===== config.mk =====
export PLATFORM = sky130hd
export DESIGN_NAME = tcp_option_parser_unit
export DESIGN_NICKNAME = d
export VERILOG_FILES = /design/src/hdl/tcpop_pkg.sv /design/src/hdl/tcp_option_parser_unit.sv /design/src/hdl/tcpop_step.sv
export SDC_FILE = /design/constraint.sdc
export NUM_CORES = 1
export LEC_CHECK = 0
export BUFFER_PORTS_ARGS = -buffer_cell sky130_fd_sc_hd__buf_2
export CORE_ASPECT_RATIO = 1.4
export CORE_MARGIN = 2
export CORE_UTILIZATION = 59
export DETAILED_ROUTE_END_ITERATION = 10
export PLACE_DENSITY = 0.84
export SLEW_MARGIN = 30
export SYNTH_ARGS = -nofsm -noshare
export SYNTH_HDL_FRONTEND = slang
export SYNTH_SLANG_ARGS = --single-unit

===== constraint.sdc =====
create_clock -name clk -period 3.85 [get_ports clk]
set_input_delay 0.385 -clock clk [delete_from_list [all_inputs] [get_ports clk]]
set_output_delay 0.385 -clock clk [all_outputs]
set_load 0.01 [all_outputs]

===== src/hdl/tcpop_pkg.sv =====
// Package for the TCP options parser: parser state and result types,
// option kind codes, parse phase codes and defaults.
// No dependencies; used by tcpop_step and tcp_option_parser_unit.
package tcpop_pkg;

  // Default cap on the options area length, in bytes
  localparam int MAX_OPTION_BYTES_DEF = 40;

  // Request codes carried in req_type
  localparam logic REQ_START = 1'b0;
  localparam logic REQ_BYTE  = 1'b1;

  // Option kinds handled natively
  localparam logic [7:0] KIND_EOL = 8'd0;
  localparam logic [7:0] KIND_NOP = 8'd1;
  localparam logic [7:0] KIND_MSS = 8'd2;

  // Bytes taken by the kind and length fields of a multi-byte option
  localparam logic [7:0] OPT_HDR_BYTES = 8'd2;

  // Base TCP header length, in 32-bit words
  localparam logic [3:0] BASE_HDR_WORDS = 4'd5;

  // Parse phase codes
  localparam logic [1:0] PHASE_KIND = 2'd0;
  localparam logic [1:0] PHASE_LEN  = 2'd1;
  localparam logic [1:0] PHASE_BODY = 2'd2;

  // Body byte counter saturates here: only the first two MSS bytes matter
  localparam logic [1:0] BODY_IDX_SAT = 2'd2;

  // Running parser state for one segment
  typedef struct packed {
    logic [5:0]  bytes_left;
    logic [1:0]  phase;
    logic        is_mss;
    logic [5:0]  body_left;
    logic [1:0]  body_idx;
    logic [5:0]  total_len;
    logic [15:0] mss_capture;
    logic        mss_found;
    logic        unsup;
    logic        bad;
  } parse_state_t;

  // One result beat
  typedef struct packed {
    logic [5:0]  options_length;
    logic        mss_found;
    logic [15:0] mss_value;
    logic        unsupported_seen;
    logic        malformed;
  } result_t;

endpackage


===== src/hdl/tcp_option_parser_unit.sv =====
// Top level of the TCP options parser: input register, parser state,
// result register. Depends on tcpop_pkg and tcpop_step.
//
//   channel  handshake            payload
//   in       in_valid / in_stall  req_type, data_offset, option_byte
//   out      out_valid / out_stall options_length, mss_found, mss_value,
//                                  unsupported_seen, malformed
//
// One beat per cycle on the input while in_stall is low; the result for
// the beat that ends the area passes the input register, then the parser
// update into the result register. The parser update is shallow logic.
// Synchronous active-high rst clears the parser state and both valids.
// in_stall rises only while a beat waits in the input register and the
// result register holds a stalled result.
module tcp_option_parser_unit #(
  parameter int MAX_OPTION_BYTES = tcpop_pkg::MAX_OPTION_BYTES_DEF
) (
  input  logic        clk,
  input  logic        rst,
  input  logic        in_valid,
  output logic        in_stall,
  input  logic        req_type,
  input  logic [3:0]  data_offset,
  input  logic [7:0]  option_byte,
  output logic        out_valid,
  input  logic        out_stall,
  output logic [5:0]  options_length,
  output logic        mss_found,
  output logic [15:0] mss_value,
  output logic        unsupported_seen,
  output logic        malformed
);

  logic                    q_valid;
  logic                    q_req_type;
  logic [3:0]              q_data_offset;
  logic [7:0]              q_option_byte;
  tcpop_pkg::parse_state_t st;
  tcpop_pkg::parse_state_t st_next;
  logic                    emit;
  tcpop_pkg::result_t      result;
  tcpop_pkg::result_t      res_q;
  logic                    out_blocked;
  logic                    process;
  logic                    in_take;

  assign out_blocked = out_valid && out_stall;
  assign process     = q_valid && !out_blocked;
  assign in_stall    = q_valid && out_blocked;
  assign in_take     = in_valid && !in_stall;

  tcpop_step #(
    .MAX_OPTION_BYTES(MAX_OPTION_BYTES)
  ) u_step (
    .st          (st),
    .req_type    (q_req_type),
    .data_offset (q_data_offset),
    .option_byte (q_option_byte),
    .st_next     (st_next),
    .emit        (emit),
    .result      (result)
  );

  // Input register
  always_ff @(posedge clk) begin
    if (rst) begin
      q_valid <= 1'b0;
    end else if (!in_stall) begin
      q_valid <= in_valid;
    end
  end

  always_ff @(posedge clk) begin
    if (in_take) begin
      q_req_type    <= req_type;
      q_data_offset <= data_offset;
      q_option_byte <= option_byte;
    end
  end

  // Parser state
  always_ff @(posedge clk) begin
    if (rst) begin
      st <= '0;
    end else if (process) begin
      st <= st_next;
    end
  end

  // Result register
  always_ff @(posedge clk) begin
    if (rst) begin
      out_valid <= 1'b0;
    end else if (process && emit) begin
      out_valid <= 1'b1;
    end else if (!out_stall) begin
      out_valid <= 1'b0;
    end
  end

  always_ff @(posedge clk) begin
    if (process && emit) begin
      res_q <= result;
    end
  end

  assign options_length   = res_q.options_length;
  assign mss_found        = res_q.mss_found;
  assign mss_value        = res_q.mss_value;
  assign unsupported_seen = res_q.unsupported_seen;
  assign malformed        = res_q.malformed;

endmodule


===== src/hdl/tcpop_step.sv =====
// Per-beat update of the TCP options parser: next state and result.
// Purely combinational; depends on tcpop_pkg.
module tcpop_step #(
  parameter int MAX_OPTION_BYTES = tcpop_pkg::MAX_OPTION_BYTES_DEF
) (
  input  tcpop_pkg::parse_state_t st,
  input  logic                    req_type,
  input  logic [3:0]              data_offset,
  input  logic [7:0]              option_byte,
  output tcpop_pkg::parse_state_t st_next,
  output logic                    emit,
  output tcpop_pkg::result_t      result
);

  logic [5:0] raw_len;
  logic [5:0] area_len;
  logic [5:0] left;
  logic [8:0] len_limit;

  // Area length: offset*4 - 20, zero for short offsets, capped
  always_comb begin
    if (data_offset >= tcpop_pkg::BASE_HDR_WORDS) begin
      raw_len = {data_offset, 2'b00} - {tcpop_pkg::BASE_HDR_WORDS, 2'b00};
    end else begin
      raw_len = 6'd0;
    end
    if (raw_len > 6'(MAX_OPTION_BYTES)) begin
      area_len = 6'(MAX_OPTION_BYTES);
    end else begin
      area_len = raw_len;
    end
  end

  assign left      = st.bytes_left - 6'd1;
  assign len_limit = {3'b000, left} + {1'b0, tcpop_pkg::OPT_HDR_BYTES};

  // State update for start and byte beats
  always_comb begin
    st_next = st;
    emit    = 1'b0;
    if (req_type == tcpop_pkg::REQ_START) begin
      st_next           = '0;
      st_next.total_len = area_len;
      st_next.bytes_left = area_len;
      emit              = (area_len == 6'd0);
    end else if (st.bytes_left != 6'd0) begin
      st_next.bytes_left = left;
      if (!st.bad) begin
        unique case (st.phase)
          tcpop_pkg::PHASE_KIND: begin
            if (option_byte != tcpop_pkg::KIND_EOL && option_byte != tcpop_pkg::KIND_NOP) begin
              st_next.is_mss = (option_byte == tcpop_pkg::KIND_MSS);
              if (option_byte != tcpop_pkg::KIND_MSS) begin
                st_next.unsup = 1'b1;
              end
              if (left == 6'd0) begin
                st_next.bad = 1'b1;
              end else begin
                st_next.phase = tcpop_pkg::PHASE_LEN;
              end
            end
          end
          tcpop_pkg::PHASE_LEN: begin
            // Length counts kind and length bytes; body must fit the area
            if (option_byte < tcpop_pkg::OPT_HDR_BYTES || {1'b0, option_byte} > len_limit) begin
              st_next.bad   = 1'b1;
              st_next.phase = tcpop_pkg::PHASE_KIND;
            end else begin
              st_next.body_left = 6'(option_byte - tcpop_pkg::OPT_HDR_BYTES);
              st_next.body_idx  = 2'd0;
              st_next.phase     = (option_byte == tcpop_pkg::OPT_HDR_BYTES) ?
                                  tcpop_pkg::PHASE_KIND : tcpop_pkg::PHASE_BODY;
            end
          end
          tcpop_pkg::PHASE_BODY: begin
            // First two MSS body bytes assemble big-endian
            if (st.is_mss && st.body_idx != tcpop_pkg::BODY_IDX_SAT) begin
              st_next.mss_capture = {st.mss_capture[7:0], option_byte};
              if (st.body_idx == 2'd1) begin
                st_next.mss_found = 1'b1;
              end
            end
            if (st.body_idx != tcpop_pkg::BODY_IDX_SAT) begin
              st_next.body_idx = st.body_idx + 2'd1;
            end
            st_next.body_left = st.body_left - 6'd1;
            if (st.body_left == 6'd1) begin
              st_next.phase = tcpop_pkg::PHASE_KIND;
            end
          end
          default: begin
            st_next.phase = tcpop_pkg::PHASE_KIND;
          end
        endcase
      end
      // Last byte of the area closes the segment
      if (left == 6'd0) begin
        st_next.phase     = tcpop_pkg::PHASE_KIND;
        st_next.body_left = 6'd0;
        emit              = 1'b1;
      end
    end
  end

  // Result fields come from the updated state
  always_comb begin
    result.options_length   = st_next.total_len;
    result.mss_found        = st_next.mss_found;
    result.mss_value        = st_next.mss_capture;
    result.unsupported_seen = st_next.unsup;
    result.malformed        = st_next.bad;
  end

endmodule

Word-level counts from Yosys, hierarchy flattened
Index checks and enable logic that the tools add are counted.

word-level totals
  word-level logic and storage cells = 105
  output and inout port bits = 27
  flip-flop bits (word level) = 82

cells by class
  reductions and logical operators = 20
  magnitude comparators = 4
  muxes and demuxes = 34
  eq/ne operators = 21
  add/subtract/negate cells = 6

operators with widths
  cell                 count
  $mux 17              4
  $mux 19              3
  $mux 6               4
  $pmux 8 s2           1
  $reduce_and 5->1     3
  $mux 2               7
  $logic_not 6->1      2
  $sub 6x1->6 const B  2
  $mux 11              1
  $mux 1               10
  $eq 8x2->1 const B   1
  $gt 8x7->1           1
  $lt 8x2->1 const B   1
  $mux 8               1
  $ne 2x1->1 const B   4
  $ne 4x2->1 const B   2
  $ne 8x1->1 const B   1
  $ne 8x2->1 const B   1
  $reduce_bool 8->1    1
  $add 6x2->7 const B  1
  $logic_and 1x1->1    7
  $eq 6x1->1 const B   1
  $gt 6x6->1 const B   1
  $ne 3x2->1 const B   2
  20 further kinds     23

Depth between registers and ports, before layout
  depth after elaboration = 10
  gate-level depth with buffers = 14
  depth with buffers taken out = 14

Cells and area by module
Synthesis repeated with hierarchy kept, for this count alone.

second synthesis, totals
  cells, all modules = 526
  area total of the unflattened synthesis = 5117.4 um2

by module, submodules not included
  module                  area each (um2)  times used  cells an instance  seq. area each (um2)
  tcp_option_parser_unit  3148.0           1           232                2021.9
  tcpop_step              1969.4           1           294                0.0

Worst setup path before layout
Ideal clock, no wire load.

  path type = register to register
  start = register q_data_offset[1]
  end = register res_q, in the netlist malformed, enable pin
  stages on the path, launching flop included = 8
  setup time = 417 ps
  data arrival time = 2862 ps
  setup slack = 571 ps
  clock period less this slack = 3279 ps
  cell sequence = edfxtp_1 -> inv_1 -> ha_1 -> nor2b_1 -> o21ai_0 -> and2_1 -> or3_1 -> a21oi_1

on the way
  longest elaborated chain between the ends = 7
  elaborated cells on any way between the ends = 8
  classes of those cells = 1 x add/sub; 2 x order compare; 3 x mux; 2 x reduce/logical

ends and longest elaborated chain
  item                                       line                                source
  start, declared                            tcp_option_parser_unit.sv:36        logic [3:0] q_data_offset;
  start signal, assigned                     tcp_option_parser_unit.sv:76        q_data_offset <= data_offset;
  $sub 6x5->6 or $ge 4x3->1 (tied branches)  tcpop_step.sv:23, tcpop_step.sv:22
  $mux 6 *                                   tcpop_step.sv:22                    if (data_offset >= tcpop_pkg::BASE_HDR_WORDS) begin
  $gt 6x6->1                                 tcpop_step.sv:27                    if (raw_len > 6'(MAX_OPTION_BYTES)) begin
  $mux 6 *                                   tcpop_step.sv:27
  $logic_not 6->1 *                          tcpop_step.sv:45                    emit = (area_len == 6'd0);
  $mux 1 *                                   tcpop_step.sv:41                    if (req_type == tcpop_pkg::REQ_START) begin
  $logic_and 1x1->1 *                        tcp_option_parser_unit.sv:102       if (process && emit) begin
  end signal, assigned                       tcp_option_parser_unit.sv:103       res_q <= result;
  end, declared                              tcp_option_parser_unit.sv:42        tcpop_pkg::result_t res_q;

Every way passes the cells marked *; elsewhere a longest branch is shown, timed or not.
A chain may end at the register's enable or synchronous reset.

Worst setup path in the final report
  start = register, netlist name st[36]
  end = register, netlist name st[28]

on the way
  longest elaborated chain between the ends = 6
  elaborated cells on any way between the ends = 14
  classes of those cells = 2 x add/sub; 1 x order compare; 4 x eq/ne; 3 x mux; 4 x reduce/logical

ends and longest elaborated chain
  item                        line              source
  $sub 6x1->6                 tcpop_step.sv:34  assign left = st.bytes_left - 6'd1;
  $add 6x2->7                 tcpop_step.sv:35  assign len_limit = {3'b000, left} + {1'b0, tcpop_pkg::OPT_HDR_BYTES};
  $gt 8x7->1                  tcpop_step.sv:65  if (option_byte < tcpop_pkg::OPT_HDR_BYTES || {1'b0, option_byte} > len_limit) begin
  $logic_or 1x1->1            tcpop_step.sv:65
  $ne 4x3->1 (no line)        --
  $reduce_and 5->1 (no line)  --

Several ways; a longest one is shown, not always the timed one. The select of a mux whose other input is x is not followed.

==> results.toml <==
[run_status]
status = "completed"

[layout]
layout_commonest_cell = "nand2_1"
diodes = 0
mostFrequentLayoutCells = "54 x nand2_1, 44 x dfxtp_1, 43 x buf_2"
drive_gt1_share_pct = 18.7
fill_cells = 571
fin_nets = 501
area_growth_pct = 11.0
fin_cells = 566

[setup_path]
worstPathRequired_ps = 4080
crit-reg2reg-launch = "st[36]$_SDFFE_PP0P_"
path_delay_family = "simple AND/OR/NAND/NOR gates"
r2r_cells = 12
rrSetupSlack_ps = 420
startpoint_type = "flop"
end_kind = "flop"
worstPathMaxFanout = 6
worstPathCellList = "inv_1 > ha_1 > xor2_1 > nand2_1 > or4_1 > ha_1 > and4b_2 > nand2b_1 > a21oi_1 > nor4_2 > o31ai_4 > o2bb2ai_1"
critPathBufInv = 1
r2r_end = "st[28]$_SDFFE_PP0P_"
max_stage_delay_ps = 460
cp_slowest_cell = "dfxtp_1"
critPathArrivalTime_ps = 3660
cpMostUsedCell = "ha_1"
path_class = "reg2reg"

[cts]
cts_tree = "done"
clkTransAtPathRegs_ps = 80
cts_inserted_buffers = 9
cts.path.max_buffers = 2
cts_setup_buffers = 0
cts_sinks = 82
htree_levels = 3
hold_buffers = 0
worstSkewPairLatency_ps = 360
cts-resized-gates = 0
clockRootBuffer = "clkbuf_8"

[pwr]
vdd_drop_max_mv = 0.291
power.leakage_nw = 1.70
p_per_area_mw_per_mm2 = 394

[detailed_routing]
drt_iter0_markers = 243
drcViolationCount = 0
ant_nets = 0
vias = 3308
wl_per_cell_um = 15.2
via_per_inst = 5.84
dr.pass1.iters = 6
drt-total-wl_um = 8600

[sta]
finalCritPeriodShare_pct = 89.1
rsz0062_at_grt = "no"
clock.fmax_ghz = 0.291
hold_viol = 0
finalCriticalPeriod_ps = 3430
slew_viol_final = 0
finClkSkew_ps = 6.43
setup_tns_ps = 0
worst_slack_ps = 418
max_slew_margin_pct = 56.0
worst_pin_slew_ps = 659
setup_viol_count_final = 0

[floorplan]
core_sq_mm = 0.00694
initial_core_util_pct = 60.9
dieArea_sq_mm = 0.00787
die_h_um = 104
chipWidth_um = 75.5
rows = 36
io_pins = 44

[grt]
grt_pass1_wl_um = 14400
grt_pass1_vias = 3147
grt_overflow = 0
antenna_found_initial = 0
grt_max_degree = 26
grt.total_usage_pct = 23.7

[placed_design]
port_buffers = 43
dp_hpwl_um = 6210
dp_slack_ps = 440
gp_congestion = 0.907
placed_cells = 550

[logic_synthesis]
synthCells = 427
netlist_area_sq_mm = 0.00423
avgSynthCellArea_sq_um = 9.90
synth_flop_cell = "dfxtp_1"
seq_area_frac_synth_pct = 47.8
synth-seq-cells = 82
synth_edf_count = 38
synth-async-reset-ratio_pct = 0
yosysUniqueCellTypes = 67
syn_nets = 462
yosys_warnings = 0

[worst_hold_path]
hp-start = "data_offset[1]"
hold_path_class = "in2reg"
hold_path_end = "q_data_offset[1]$_DFFE_PP_"
whs_path_depth = 1

[run]
drv_cap = 0
worst reg2reg max path: cells and delay by family (launching register included):
family / cells / cell delay, ps
buffers and inverters: 1 / 120
and+or+nand+nor: 5 / 1020
xor gates and xnor gates: 1 / 360
DFF: 1 / 460
AOI/OAI and AO/OA: 3 / 790
adders and majority gates: 2 / 570
sequential cells by signal (all words and copies together), names as in the netlist:
register / cells
q_data_offset: 4
out_valid: 1
q_req_type: 1
malformed: 1
q_option_byte: 8
q_valid: 1
options_length: 6
mss_found: 1
unsupported_seen: 1
st: 42
mss_value: 16
metrics by stage:
step	total power [mW]	cell area (sq um)	utilization, %	hold slack, ps
3_3_place_gp	1.23	4490	64.8	444
4_1_cts	1.86	4690	67.7	184
6_report	1.85	4690	67.7	199
3_5_place_dp	1.25	4500	64.8	443
5_1_grt	1.92	4690	67.7	190
2_1_floorplan	1.18	4230	-	421
worst max-delay path by stage:
stage / start / end / cells past startpoint
final: st[36]$_SDFFE_PP0P_ / st[28]$_SDFFE_PP0P_ / 12
after global routing: st[36]$_SDFFE_PP0P_ / st[28]$_SDFFE_PP0P_ / 12
after CTS: st[36]$_SDFFE_PP0P_ / st[28]$_SDFFE_PP0P_ / 12
after detailed placement: st[36]$_SDFFE_PP0P_ / st[28]$_SDFFE_PP0P_ / 12
after global placement: st[36]$_SDFFE_PP0P_ / malformed$_DFFE_PP_ / 13
after floorplan: q_data_offset[1]$_DFFE_PP_ / malformed$_DFFE_PP_ / 7
routing by layer:
layer / track usage (%) / routed length [um]
met5: 0 / 0
met4: 9.77 / 226
met3: 5.43 / 452
met2: 38.3 / 4310
met1: 29.7 / 3620
cells in the mapped netlist, drive strengths merged (3+ instances only):
library cell	n	share of area [%]
nor3	9	1.3
a211oi	3	0.53
a22o	16	3.3
o211ai	4	0.71
a31oi	6	0.89
nor2	40	3.8
buf	9	1.6
dfxtp	44	21
edfxtp	38	27
a21o	3	0.53
inv	18	1.6
and2	7	1.0
clkbuf	12	1.1
nor2b	9	1.3
a21oi	42	5.3
xor2	6	1.2
ha	18	5.3
nand2b	7	1.0
nor4	7	2.8
nand3	4	0.77
xnor2	5	1.0
o21ai	22	2.6
o2bb2ai	6	1.2
nand2	54	4.8
report_power, final:
part | switching [mW] | leakage, nW | internal, mW
combinational | 0.162 | 0.911 | 0.109
clock | 0.300 | 0.0966 | 0.318
sequential | 0.0282 | 0.690 | 0.931
total | 0.490 | 1.70 | 1.36
area by class of cell:
cell class | instances | area [sq um] | area share (%)
tap | 95 | 119 | 2.53
clock inverter | 4 | 51.3 | 1.09
multi-input combinational | 306 | 2030 | 43.2
clock buffer | 12 | 145 | 3.09
timing repair buffer | 49 | 260 | 5.55
inverter | 18 | 67.6 | 1.44
sequential | 82 | 2020 | 43.1
kinds of logic after synthesis:
family,after synthesis,share of synthesized area [%]
multiplexers,2,0.474
AO/OA/AOI/OAI,121,19.7
flip-flops,82,47.8
adder cells (fa/ha/maj),18,5.33
XOR/XNOR,11,2.28
buffers and inverters,39,4.32
AND/OR/NAND/NOR,154,20.1
No activity file was read; power rests on OpenSTA's default activity.
